### src/text_to_morse_element_encoder_core_assert.svh
// Assertion macros for the Morse element encoder.
// Included by modules that carry concurrent checks; needs clk_i and rst_ni in scope.
`ifndef TEXT_TO_MORSE_ELEMENT_ENCODER_CORE_ASSERT_SVH
`define TEXT_TO_MORSE_ELEMENT_ENCODER_CORE_ASSERT_SVH

// generic clocked assertion with explicit clock and active-low reset
`define TMENC_ASSERT_CLK(lbl, clk, rstn, prop, msg) \
  lbl: assert property (@(posedge clk) disable iff (!rstn) prop) else $error(msg);

// default clock and reset of the block
`define TMENC_ASSERT(lbl, prop, msg) \
  `TMENC_ASSERT_CLK(lbl, clk_i, rst_ni, prop, msg)

`endif

### src/tmenc_pkg.sv
// Package for the Morse element encoder: codes, gap constants, command/status
// structs and the character-to-Morse lookup. No dependencies.
`default_nettype none

package tmenc_pkg;

  localparam int unsigned RomSize = 102;

  localparam logic [1:0] ELEM_DIT = 2'd0;
  localparam logic [1:0] ELEM_DAH = 2'd1;
  localparam logic [1:0] ELEM_SIL = 2'd2;

  localparam logic [4:0] UNITS_PARA   = 5'd14;
  localparam logic [4:0] UNITS_SECT   = 5'd28;
  localparam logic [4:0] UNITS_WORD   = 5'd4;
  localparam logic [4:0] UNITS_LETTER = 5'd3;
  localparam logic [4:0] UNITS_ELEM   = 5'd1;

  localparam logic [5:0] STRETCH_PARA   = 6'd21;
  localparam logic [5:0] STRETCH_SECT   = 6'd42;
  localparam logic [5:0] STRETCH_WORD   = 6'd4;
  localparam logic [5:0] STRETCH_LETTER = 6'd3;

  localparam logic [20:0] CHAR_CR = 21'd13;
  localparam logic [20:0] CHAR_LF = 21'd10;

  typedef enum logic [2:0] {
    EMIT_NONE,
    EMIT_BREAK,
    EMIT_WORD,
    EMIT_LETTER,
    EMIT_MARK,
    EMIT_GAP
  } emit_e;

  typedef struct packed {
    logic  load;
    emit_e emit;
    logic  last;
  } tmenc_cmd_t;

  typedef struct packed {
    logic printable;
    logic brk_pend;
    logic word_pend;
    logic out_free;
    logic no_marks;
    logic mark_last;
  } tmenc_status_t;

  // (length << 8) | pattern, pattern MSB first
  localparam logic [10:0] MORSE_ROM [RomSize] = '{
    11'h000, 11'h000, 11'h000, 11'h000, 11'h000, 11'h000, 11'h000, 11'h000,
    11'h000, 11'h000, 11'h000, 11'h000, 11'h000, 11'h000, 11'h000, 11'h000,
    11'h000, 11'h000, 11'h000, 11'h000, 11'h000, 11'h000, 11'h000, 11'h000,
    11'h000, 11'h000, 11'h000, 11'h000, 11'h000, 11'h000, 11'h000, 11'h000,
    11'h000,
    11'h62B, 11'h612, 11'h000, 11'h709, 11'h605, 11'h000, 11'h61E,
    11'h516, 11'h62D, 11'h515, 11'h50A, 11'h633, 11'h621, 11'h615, 11'h512,
    11'h51F, 11'h50F, 11'h507, 11'h503, 11'h501, 11'h500, 11'h510, 11'h518,
    11'h51C, 11'h51E,
    11'h638, 11'h62A, 11'h000, 11'h511, 11'h000, 11'h60C, 11'h61A,
    11'h201, 11'h408, 11'h40A, 11'h304, 11'h100, 11'h402, 11'h306, 11'h400,
    11'h200, 11'h407, 11'h305, 11'h404, 11'h203, 11'h202, 11'h307, 11'h406,
    11'h40D, 11'h302, 11'h300, 11'h101, 11'h301, 11'h401, 11'h303, 11'h409,
    11'h40B, 11'h40C,
    11'h000, 11'h000, 11'h000, 11'h000, 11'h60D,
    11'h405, 11'h40E, 11'h50D, 11'h514, 11'h403, 11'h504
  };

  function automatic logic is_other_space(logic [20:0] c);
    logic sp;
    sp = 1'b0;
    case (c) inside
      21'd9, 21'd11, 21'd12, 21'd32, 21'h1680, 21'h2028, 21'h2029, 21'h205F,
      21'h3000: sp = 1'b1;
      [21'h2000:21'h2006], [21'h2008:21'h200A]: sp = 1'b1;
      default: sp = 1'b0;
    endcase
    return sp;
  endfunction

  // returns {length[2:0], pattern[6:0]}; length zero means no code
  function automatic logic [9:0] morse_lookup(logic [20:0] c);
    logic [20:0] u;
    logic [6:0]  idx;
    logic        hit;
    logic [10:0] entry;
    u = c;
    if (c >= 21'h61 && c <= 21'h7A) begin
      u = c - 21'h20;
    end else if (c >= 21'hE0 && c <= 21'hFE && c != 21'hF7) begin
      u = c - 21'h20;
    end else if (c == 21'h131) begin
      u = 21'h49;
    end else if (c == 21'h17F) begin
      u = 21'h53;
    end
    hit = 1'b1;
    idx = 7'd0;
    if (u <= 21'd95) begin
      idx = u[6:0];
    end else begin
      case (u) inside
        21'hA0:                  idx = 7'd32;
        21'hAB, 21'hBB:          idx = 7'd34;
        21'hC6, 21'hC4:          idx = 7'd96;
        21'hD8, 21'hD6, 21'hD3:  idx = 7'd97;
        21'hC5, 21'hC0:          idx = 7'd98;
        21'hC7:                  idx = 7'd99;
        21'hDC:                  idx = 7'd100;
        21'hC9:                  idx = 7'd101;
        21'hC1:                  idx = 7'd65;
        21'hCF:                  idx = 7'd73;
        21'hCB:                  idx = 7'd69;
        21'h2019:                idx = 7'd39;
        default:                 hit = 1'b0;
      endcase
    end
    entry = hit ? MORSE_ROM[idx] : 11'h000;
    return {entry[10:8], entry[6:0]};
  endfunction

endpackage

`default_nettype wire

### src/tmenc_ctrl.sv
// Controller for the Morse element encoder: sequences gaps and marks.
// Depends on tmenc_pkg; drives tmenc_dp through command/status structs.
`default_nettype none

module tmenc_ctrl (
  input  logic                    clk_i,
  input  logic                    rst_ni,
  input  logic                    in_valid_i,
  output logic                    in_stall_o,
  input  tmenc_pkg::tmenc_status_t st_i,
  output tmenc_pkg::tmenc_cmd_t    cmd_o
);
  import tmenc_pkg::*;

  typedef enum logic [2:0] {
    S_IDLE,
    S_BRK,
    S_WORD,
    S_LETTER,
    S_MARK,
    S_GAP
  } state_e;

  state_e state_q, state_d;

  assign in_stall_o = (state_q != S_IDLE);

  always_comb begin
    state_d = state_q;
    cmd_o   = '{load: 1'b0, emit: EMIT_NONE, last: 1'b0};
    unique case (state_q)
      S_IDLE: begin
        if (in_valid_i) begin
          cmd_o.load = 1'b1;
          if (st_i.printable) begin
            if (st_i.brk_pend) begin
              state_d = S_BRK;
            end else if (st_i.word_pend) begin
              state_d = S_WORD;
            end else begin
              state_d = S_LETTER;
            end
          end
        end
      end
      S_BRK: begin
        if (st_i.out_free) begin
          cmd_o.emit = EMIT_BREAK;
          state_d    = S_LETTER;
        end
      end
      S_WORD: begin
        if (st_i.out_free) begin
          cmd_o.emit = EMIT_WORD;
          state_d    = S_LETTER;
        end
      end
      S_LETTER: begin
        if (st_i.out_free) begin
          cmd_o.emit = EMIT_LETTER;
          cmd_o.last = st_i.no_marks;
          state_d    = st_i.no_marks ? S_IDLE : S_MARK;
        end
      end
      S_MARK: begin
        if (st_i.out_free) begin
          cmd_o.emit = EMIT_MARK;
          cmd_o.last = st_i.mark_last;
          state_d    = st_i.mark_last ? S_IDLE : S_GAP;
        end
      end
      S_GAP: begin
        if (st_i.out_free) begin
          cmd_o.emit = EMIT_GAP;
          state_d    = S_MARK;
        end
      end
      default: begin
        state_d = S_IDLE;
      end
    endcase
  end

  always_ff @(posedge clk_i or negedge rst_ni) begin
    if (!rst_ni) begin
      state_q <= S_IDLE;
    end else begin
      state_q <= state_d;
    end
  end

endmodule

`default_nettype wire

### src/tmenc_dp.sv
// Datapath for the Morse element encoder: spacing state, lookup, mark shifter
// and output register. Depends on tmenc_pkg and the assertion macro header.
`default_nettype none

module tmenc_dp (
  input  logic                    clk_i,
  input  logic                    rst_ni,
  input  logic                    cfg_we_i,
  input  logic                    cfg_data_i,
  input  logic [20:0]             char_code_i,
  input  tmenc_pkg::tmenc_cmd_t    cmd_i,
  output tmenc_pkg::tmenc_status_t st_o,
  output logic                    out_valid_o,
  input  logic                    out_stall_i,
  output logic [1:0]              element_o,
  output logic [4:0]              unit_gaps_o,
  output logic [5:0]              stretch_gaps_o,
  output logic                    unknown_char_o,
  output logic                    last_o
);
  import tmenc_pkg::*;

  logic       fe_q;
  logic [1:0] nl_q, nl_d;
  logic       sp_q, sp_d;
  logic       sect_q;
  logic       unk_q;
  logic [2:0] rem_q;
  logic [6:0] sh_q;

  logic       out_valid_q;
  logic [1:0] element_q;
  logic [4:0] unit_q;
  logic [5:0] stretch_q;
  logic       unknown_q;
  logic       last_q;

  logic       is_cr, is_lf, is_sp, printable;
  logic [9:0] lut;
  logic [2:0] lut_len;
  logic [2:0] lut_sa;

  assign is_cr     = (char_code_i == CHAR_CR);
  assign is_lf     = (char_code_i == CHAR_LF);
  assign is_sp     = is_other_space(char_code_i);
  assign printable = !(is_cr || is_lf || is_sp);
  assign lut       = morse_lookup(char_code_i);
  assign lut_len   = lut[9:7];
  assign lut_sa    = 3'(3'd7 - lut_len);

  assign st_o.printable = printable;
  assign st_o.brk_pend  = nl_q[1];
  assign st_o.word_pend = sp_q;
  assign st_o.out_free  = !out_valid_q || !out_stall_i;
  assign st_o.no_marks  = (rem_q == 3'd0);
  assign st_o.mark_last = (rem_q == 3'd1);

  always_comb begin
    nl_d = nl_q;
    sp_d = sp_q;
    if (cmd_i.load) begin
      if (is_lf) begin
        nl_d = (nl_q == 2'd3) ? nl_q : 2'(nl_q + 2'd1);
        sp_d = 1'b1;
      end else if (is_sp) begin
        sp_d = 1'b1;
      end else if (!is_cr) begin
        nl_d = 2'd0;
        sp_d = 1'b0;
      end
    end
  end

  always_ff @(posedge clk_i or negedge rst_ni) begin
    if (!rst_ni) begin
      fe_q        <= 1'b0;
      nl_q        <= 2'd0;
      sp_q        <= 1'b0;
      rem_q       <= 3'd0;
      out_valid_q <= 1'b0;
    end else begin
      if (cfg_we_i) begin
        fe_q <= cfg_data_i;
      end
      nl_q <= nl_d;
      sp_q <= sp_d;
      if (cmd_i.load && printable) begin
        rem_q <= lut_len;
      end else if (cmd_i.emit == EMIT_MARK) begin
        rem_q <= 3'(rem_q - 3'd1);
      end
      if (cmd_i.emit != EMIT_NONE) begin
        out_valid_q <= 1'b1;
      end else if (!out_stall_i) begin
        out_valid_q <= 1'b0;
      end
    end
  end

  always_ff @(posedge clk_i) begin
    if (cmd_i.load && printable) begin
      sect_q <= (nl_q == 2'd3);
      unk_q  <= (lut_len == 3'd0);
      sh_q   <= lut[6:0] << lut_sa;
    end else if (cmd_i.emit == EMIT_MARK) begin
      sh_q <= {sh_q[5:0], 1'b0};
    end
    if (cmd_i.emit != EMIT_NONE) begin
      unknown_q <= unk_q;
      last_q    <= cmd_i.last;
      case (cmd_i.emit)
        EMIT_BREAK: begin
          element_q <= ELEM_SIL;
          unit_q    <= sect_q ? UNITS_SECT : UNITS_PARA;
          stretch_q <= fe_q ? (sect_q ? STRETCH_SECT : STRETCH_PARA) : 6'd0;
        end
        EMIT_WORD: begin
          element_q <= ELEM_SIL;
          unit_q    <= UNITS_WORD;
          stretch_q <= fe_q ? STRETCH_WORD : 6'd0;
        end
        EMIT_LETTER: begin
          element_q <= ELEM_SIL;
          unit_q    <= UNITS_LETTER;
          stretch_q <= fe_q ? STRETCH_LETTER : 6'd0;
        end
        EMIT_MARK: begin
          element_q <= sh_q[6] ? ELEM_DAH : ELEM_DIT;
          unit_q    <= 5'd0;
          stretch_q <= 6'd0;
        end
        default: begin
          element_q <= ELEM_SIL;
          unit_q    <= UNITS_ELEM;
          stretch_q <= 6'd0;
        end
      endcase
    end
  end

  assign out_valid_o    = out_valid_q;
  assign element_o      = element_q;
  assign unit_gaps_o    = unit_q;
  assign stretch_gaps_o = stretch_q;
  assign unknown_char_o = unknown_q;
  assign last_o         = last_q;

`include "text_to_morse_element_encoder_core_assert.svh"

  `TMENC_ASSERT(a_no_overwrite, (out_valid_q && out_stall_i) |-> (cmd_i.emit == EMIT_NONE), "result overwritten while stalled")
  `TMENC_ASSERT(a_mark_avail, (cmd_i.emit == EMIT_MARK) |-> (rem_q != 3'd0), "mark emitted with none left")
  `TMENC_ASSERT(a_last_mark_drains, (cmd_i.emit == EMIT_MARK && cmd_i.last) |=> (rem_q == 3'd0), "marks left after last mark")
  `TMENC_ASSERT(a_mark_no_units, (out_valid_q && element_q != ELEM_SIL) |-> (unit_q == 5'd0 && stretch_q == 6'd0), "mark carries silence units")

endmodule

`default_nettype wire

### src/text_to_morse_element_encoder_core.sv
// Morse element encoder: one character per input transaction, then 0 to 15
// result transactions. A printable character stalls the input until its last
// result is issued (one result per cycle while the output is not stalled);
// CR, LF and white space give no result. Output stalls pause the sequencer.
// Reset clears spacing state and the Farnsworth enable; no clearing pass.
`default_nettype none

module text_to_morse_element_encoder_core (
  input  logic        clk_i,
  input  logic        rst_ni,
  input  logic        cfg_valid_i,
  output logic        cfg_ready_o,
  input  logic        cfg_data_i,
  input  logic        in_valid_i,
  output logic        in_stall_o,
  input  logic [20:0] char_code_i,
  output logic        out_valid_o,
  input  logic        out_stall_i,
  output logic [1:0]  element_o,
  output logic [4:0]  unit_gaps_o,
  output logic [5:0]  stretch_gaps_o,
  output logic        unknown_char_o,
  output logic        last_o
);
  import tmenc_pkg::*;

  tmenc_cmd_t    cmd;
  tmenc_status_t st;

  assign cfg_ready_o = 1'b1;

  tmenc_ctrl u_ctrl (
    .clk_i      (clk_i),
    .rst_ni     (rst_ni),
    .in_valid_i (in_valid_i),
    .in_stall_o (in_stall_o),
    .st_i       (st),
    .cmd_o      (cmd)
  );

  tmenc_dp u_dp (
    .clk_i          (clk_i),
    .rst_ni         (rst_ni),
    .cfg_we_i       (cfg_valid_i),
    .cfg_data_i     (cfg_data_i),
    .char_code_i    (char_code_i),
    .cmd_i          (cmd),
    .st_o           (st),
    .out_valid_o    (out_valid_o),
    .out_stall_i    (out_stall_i),
    .element_o      (element_o),
    .unit_gaps_o    (unit_gaps_o),
    .stretch_gaps_o (stretch_gaps_o),
    .unknown_char_o (unknown_char_o),
    .last_o         (last_o)
  );

endmodule

`default_nettype wire

### config.mk
export PLATFORM = sky130hd
export DESIGN_NAME = text_to_morse_element_encoder_core
export DESIGN_NICKNAME = d
export VERILOG_FILES = /design/src/tmenc_pkg.sv /design/src/tmenc_ctrl.sv /design/src/tmenc_dp.sv /design/src/text_to_morse_element_encoder_core.sv
export VERILOG_INCLUDE_DIRS = /design/src /design/src/src
export SDC_FILE = /design/constraint.sdc
export NUM_CORES = 1
export LEC_CHECK = 0
export BUFFER_PORTS_ARGS = -buffer_cell sky130_fd_sc_hd__buf_2
export CAP_MARGIN = 30
export CORE_ASPECT_RATIO = 0.75
export CORE_MARGIN = 5
export CORE_UTILIZATION = 37
export DETAILED_ROUTE_END_ITERATION = 16
export PLACE_DENSITY = 0.63
export SLEW_MARGIN = 20
export SYNTH_ARGS = -nofsm -noshare
export SYNTH_HDL_FRONTEND = slang
export SYNTH_SLANG_ARGS = --single-unit
### constraint.sdc
create_clock -name clk_i -period 3.17 [get_ports clk_i]
set_input_delay 0.1585 -clock clk_i [delete_from_list [all_inputs] [get_ports clk_i]]
set_output_delay 0.1585 -clock clk_i [all_outputs]
set_load 0.01 [all_outputs]
==> run summary, run 1 <==
Status = finished, violations left
Failing checks = negative setup slack
Cell Area, Synth = 0.00483 mm^2
Worst Path Required = 3190 ps
Final net count = 972
Synth Flop Type = edfxtp_1
Post-synth ARST share = 0.324
Cell taking the most area after synthesis = edfxtp_1
Design Area, Final = 0.00811 mm^2
Max Cap Violations = 0
Achievable Freq = 231 MHz
Final period util = 1.36
Sequential share of the synthesized area = 0.200
Die height = 109 um
Placer Congestion = 1.02
First-pass GRT wire length = 33300 um
Clk buf depth = 2
Vias in the first global route = 6337
Worst r2r path cells = 6
RSZ-0062 raised after global routing = yes
Setup TNS = -10580 ps
Minimum clock period = 4320 ps
First DRT Iteration DRCs = 639
Ranking of synthesized cells by area = edfxtp_1 14%, dfrtp_1 5.7%, nand2_1 5.4%
TritonRoute pass-1 iters = 5
Slew headroom = 0.394
Worst Clk Skew = 4.53 ps
Cells along the critical path = buf_2 -> or3_4 -> or4_4 -> and4_4 -> or3_4 -> buf_4 -> a21oi_4 -> and2_4 -> or2_4 -> clkinv_8 -> buf_8 -> ha_4 -> a31o_1 -> o211ai_1 -> a31oi_1 -> a311o_1 -> mux2_4 -> a21oi_4 -> a31oi_1 -> a21boi_2
Number of cell rows = 36
Die width = 142 um
Reg clk slew, reported paths = 50 ps
Num ports = 45
Grt ovf = 0
Die Area = 0.0155 mm^2
Leakage = 0.00343 uW
Min-delay worst type = in -> reg
CTS root buffer = clkbuf_16
Antenna cell count = 0
GRT Util Overall = 0.267
Hold Crit Depth = 2
Pins over their slew limit = 0
Num Clock Sinks = 34
Hold_ws = 122 ps
Drt total wl = 21200 um
Post-synth top area share = 0.143
Port bufs = 43
TritonCTS clock tree = built
Slowest cell on crit path = or4_4
Power density cells = 273 mW/mm^2
Cts bufs inserted = 5
Crit path max fanout = 4
Core area = 0.0129 mm^2
Worst IR Drop VDD = 609 uV
Post-synth EDFFs = 23
Worst setup margin = -1150 ps
Crit path launch type = primary input
Worst Path Arrival = 4350 ps
Avg Cell Area, Syn = 7.52 um^2
Final Hold Vio Count = 0
Hpwl dp = 16600 um
Layout cells sized above 1 = 0.492
Synth unique cells = 97
Htree depth = 2
Initial antenna violation count = 0
Synth Net Count = 685
Wirelength per Cell = 19.3 um
Critical path endpoint category = flip-flop
Final core occ = 0.629
Routed vias = 6564
P&R area growth vs syn = 67.8%
Vias per cell = 5.96
#FFs+latches synth = 34
Antenna Nets Post-Route = 0
Clock latency on the worst-skew pair = 280 ps
# DRC = 0
Starting Density = 0.375
Placed inst area = 0.00704 mm^2
Cells after Synth = 642
# setup viols final = 11
Largest net degree at the start of global routing = 17
Crit-path max cell delay = 540 ps
Crit Path Class = in -> reg
Worst slew pin tran = 901 ps
Synth warn = 0
[registers in the layout, indices dropped and copies added, names as in the netlist]
name,cells
u_dp.nl_q,2
u_dp.last_o,1
u_dp.unit_gaps_o,5
u_dp.rem_q,3
u_dp.unknown_char_o,1
u_ctrl.state_q,3
u_dp.stretch_gaps_o,5
u_dp.sh_q,7
u_dp.element_o,2
u_dp.sp_q,1
u_dp.fe_q,1
u_dp.sect_q,1
u_dp.unk_q,1
u_dp.out_valid_o,1
[placed cells by master (no fill, tap or decap), types with 10 or more instances in the layout]
master / n
and3_1: 10
a21oi_2: 10
nor2_1: 48
buf_2: 36
nor3_1: 26
nand2_1: 63
buf_4: 252
a21o_1: 11
o21ai_0: 23
buf_6: 25
edfxtp_1: 23
inv_1: 12
o21ai_1: 10
a21oi_1: 37
o211ai_1: 17
nand4_1: 11
dfrtp_1: 11
nand3_1: 23
nand2b_1: 10
a31oi_1: 13
[cell usage after synthesis, types with 7 or more instances]
cell type	instances
ha_1	16
o31ai_1	8
dfrtp_1	11
nor2_1	53
inv_1	17
nand3_1	25
nor3_1	30
clkbuf_1	25
edfxtp_1	23
nand4_1	11
nand2b_1	11
a211oi_1	7
or4_1	7
or3_1	9
o21ai_0	35
nand2_1	69
a21oi_1	48
a21o_1	11
o211ai_1	17
and3_1	11
a31oi_1	13
and2_1	7
[timing repair]
item                                    CTS  global route
endpoints found under the setup margin   11            11
resized for setup                        69            66
hold buffers                              1             0
pin swaps                                36            52
hold endpoints to repair                 11             0
setup buffers                            26            15
[kinds of logic after synthesis]
group | share of synthesized area
AND/OR/NAND/NOR | 0.323
XOR/XNOR | 0.0109
multiplexers | 0.0176
flip-flops | 0.200
buffers and inverters | 0.0559
AO/OA/AOI/OAI | 0.351
other | 0.000776
adder cells (fa/ha/maj) | 0.0414
[metrics by stage]
| stage | std cells | setup slack (ps) | power (uW) |
|---|---|---|---|
| final | 1101 | -1150 | 2210 |
| after global routing | 1101 | -1270 | 2340 |
| after CTS | 1086 | -1160 | 2180 |
| after detailed placement | 1053 | -1610 | 1540 |
| after global placement | 1053 | -1590 | 1510 |
| after floorplan | 642 | -1150 | 1220 |
[report_power, final]
part | switching, uW | internal (uW) | total [uW]
clock | 172 | 447 | 619
sequential | 104 | 640 | 745
combinational | 472 | 379 | 850
total | 748 | 1470 | 2210
[worst max-delay path, delay by kind of cell]
kind / cells / cell delay [ps]
buffers and inverters: 4 / 450
adder cells (fa/ha/maj): 1 / 140
AO/OA/AOI/OAI: 8 / 1390
multiplexers: 1 / 300
AND/OR/NAND/NOR: 6 / 1880
[final cells by class]
class	instances	area [um^2]
clock buffers	5	125
clock inverters	3	63.8
fillers	1092	4780
inverters	18	90.1
multi-input cells	548	4130
flip-flops and latches	34	966
well taps	171	214
repair buffers	322	2510
[metal layers]
metal	vias to the layer above	routed length [um]	global-route usage
li1	3055	-	-
met1	3129	9310	0.378
met2	346	9280	0.420
met3	34	2400	0.0675
met4	0	216	0.0411
met5	-	0	0
[worst paths after layout]
path | startpoint | to | slack (ps)
min in group asynchronous | rst_ni | u_dp.out_valid_o | 290
max in group asynchronous | rst_ni | u_ctrl.state_q[1] | 2670
min | cfg_data_i | u_dp.fe_q | 120
max reg2reg | u_ctrl.state_q[1] | u_dp.sh_q[5] | 1130
max | char_code_i[15] | u_dp.sh_q[6] | -1150
min reg2reg | u_dp.unk_q | u_dp.unknown_char_o | 470
No activity file was read; power rests on OpenSTA's default activity.
==> run 2, diff against run 1 <==
--- a/config.mk
+++ b/config.mk
@@ -13,6 +13,7 @@
 export CORE_UTILIZATION = 37
 export DETAILED_ROUTE_END_ITERATION = 16
 export PLACE_DENSITY = 0.63
+export REMOVE_ABC_BUFFERS = 1
 export SLEW_MARGIN = 20
 export SYNTH_ARGS = -nofsm -noshare
 export SYNTH_HDL_FRONTEND = slang
==> run 2 against run 1 <==
The run still ends with negative setup slack left. Sequential power hardly changed. Register-to-register slack worse by 340 ps. Sequential share of layout area rose by 0.50 points. Non-clock buffer count decreased by 19. First-iteration DRC count is 14% higher. Routed wire length grew 2.3%. Largest cell class unchanged. Highest routed layer unchanged.
==> run summary, run 2 (synthesis gave the netlist of run 1 again) <==
Worst Path Required = 3180 ps
Worst IR Drop VDD = 517 uV
Antenna Nets Post-Route = 0
Core area = 0.0129 mm^2
Crit path max fanout = 8
Min-delay worst type = in -> reg
Max reg flops = 7
Clock latency on the worst-skew pair = 280 ps
First DRT Iteration DRCs = 727
Cells along the critical path = buf_2 -> or3_4 -> or3_4 -> a2111o_1 -> buf_6 -> o211ai_1 -> o32ai_4 -> a21o_1 -> or2_4 -> buf_4 -> ha_1 -> a31o_1 -> o211ai_1 -> a31oi_1 -> a311o_1 -> mux2_4 -> a21oi_4 -> a31oi_1 -> a21boi_0
Slew headroom = 0.532
Power density cells = 287 mW/mm^2
Die width = 142 um
Cell family with the largest share of critical-path delay = compound AO/OA/AOI/OAI gates
Port bufs = 43
Antenna cell count = 0
GRT Util Overall = 0.274
Reg clk slew, reported paths = 60 ps
CTS root buffer = clkbuf_16
Largest net degree at the start of global routing = 18
Layout cells sized above 1 = 0.464
Setup TNS = -10350 ps
Clk buf depth = 2
Num Clock Sinks = 34
Worst Path Arrival = 4340 ps
Slowest cell on crit path = a2111o_1
Failing checks = negative setup slack
Worst setup margin = -1150 ps
Placer Congestion = 0.992
# setup viols final = 11
First-pass GRT wire length = 33600 um
Crit-path max cell delay = 450 ps
Final Hold Vio Count = 0
Final core occ = 0.604
Die height = 109 um
Achievable Freq = 231 MHz
Final period util = 1.36
Register area = 966 um^2
Worst Clk Skew = 4.67 ps
Die Area = 0.0155 mm^2
Crit path launch type = primary input
Largest register by flop count = u_dp.sh_q
Most common library cell in the layout ignoring fill and taps = buf_4
Worst slew pin tran = 695 ps
Wirelength per Cell = 20.1 um
Pins over their slew limit = 0
Grt ovf = 0
Initial antenna violation count = 0
Hold_ws = 122 ps
Crit path buf inv count = 3
Fill count = 1133
Cts bufs inserted = 5
Drt total wl = 21700 um
Leading cell types in the layout, fill and taps excluded = 239 x buf_4, 66 x nand2_1, 47 x nor2_1
Critical path endpoint category = flip-flop
Num ports = 45
Number of cell rows = 36
# DRC = 0
Hpwl dp = 17000 um
Htree depth = 2
TritonRoute pass-1 iters = 5
Status = finished, violations left
Vias per cell = 6.00
Vias in the first global route = 6289
P&R area growth vs syn = 61.1%
Routed vias = 6496
Minimum clock period = 4320 ps
TritonCTS clock tree = built
Max Cap Violations = 0
RSZ-0062 raised after global routing = yes
Crit Path Class = in -> reg
Leakage = 0.00327 uW
Area of the multi-input gates = 0.00404 mm^2
Final net count = 953
Starting Density = 0.375
[run 2: worst reg2reg max path: stages (launching register included)]
cell     delay, ps
dfrtp_1        560
nor3_1         580
and2_1         270
nand2_1        140
buf_4          210
nand2_1         90
o31ai_2         60
a31o_1         200
[run 2: worst paths after layout]
check | slack, ps | endpoint | cells past startpoint | start
min in group asynchronous | 300 | u_dp.rem_q[1] | 2 | rst_ni
min | 120 | u_dp.fe_q | 2 | cfg_data_i
max in group asynchronous | 2650 | u_dp.out_valid_o | 2 | rst_ni
max reg2reg | 790 | u_dp.sh_q[5] | 7 | u_ctrl.state_q[1]
min reg2reg | 440 | u_dp.unknown_char_o | 0 | u_dp.unk_q
max | -1150 | u_dp.sh_q[6] | 19 | char_code_i[4]
[run 2: routing by layer]
layer  track usage  share of wire  routed length (um)
met1         0.400           0.46               10100
met2         0.408           0.41                8990
met3        0.0842           0.11                2430
met4        0.0370          0.010                 222
met5             0              0                   0
[run 2: power by group]
group / switching [uW] / leakage, uW / internal [uW] / total (uW)
clock network: 182 / 0.0000940 / 451 / 633
logic: 483 / 0.00282 / 373 / 856
registers: 104 / 0.000360 / 640 / 744
[run 2: final cells by class]
cell class / count / area share
Clock buffer: 5 / 0.0161
Tap cell: 171 / 0.0275
Clock inverter: 3 / 0.00884
Timing Repair Buffer: 303 / 0.295
Multi-Input combinational cell: 548 / 0.519
Sequential cell: 34 / 0.124
Inverter: 18 / 0.00965
[run 2: what timing repair did]
action | in CTS | in global routing
cloned | 0 | 0
buffers inserted | 25 | 3
gates resized for setup | 96 | 37
hold endpoints to repair | 11 | 0
setup endpoints to repair | 11 | 11
hold buffers | 1 | 0
pin swaps | 49 | 23
[run 2: metrics by stage]
step / cells / instance area, um^2 / setup WS (ps) / power (uW)
global placement: 1045 / 6800 / -1720 / 1510
CTS: 1079 / 7580 / -1060 / 2210
detailed placement: 1045 / 6800 / -1700 / 1540
global route: 1082 / 7780 / -1260 / 2350
finish: 1082 / 7780 / -1150 / 2230
floorplan: 600 / 4630 / -1590 / 1160
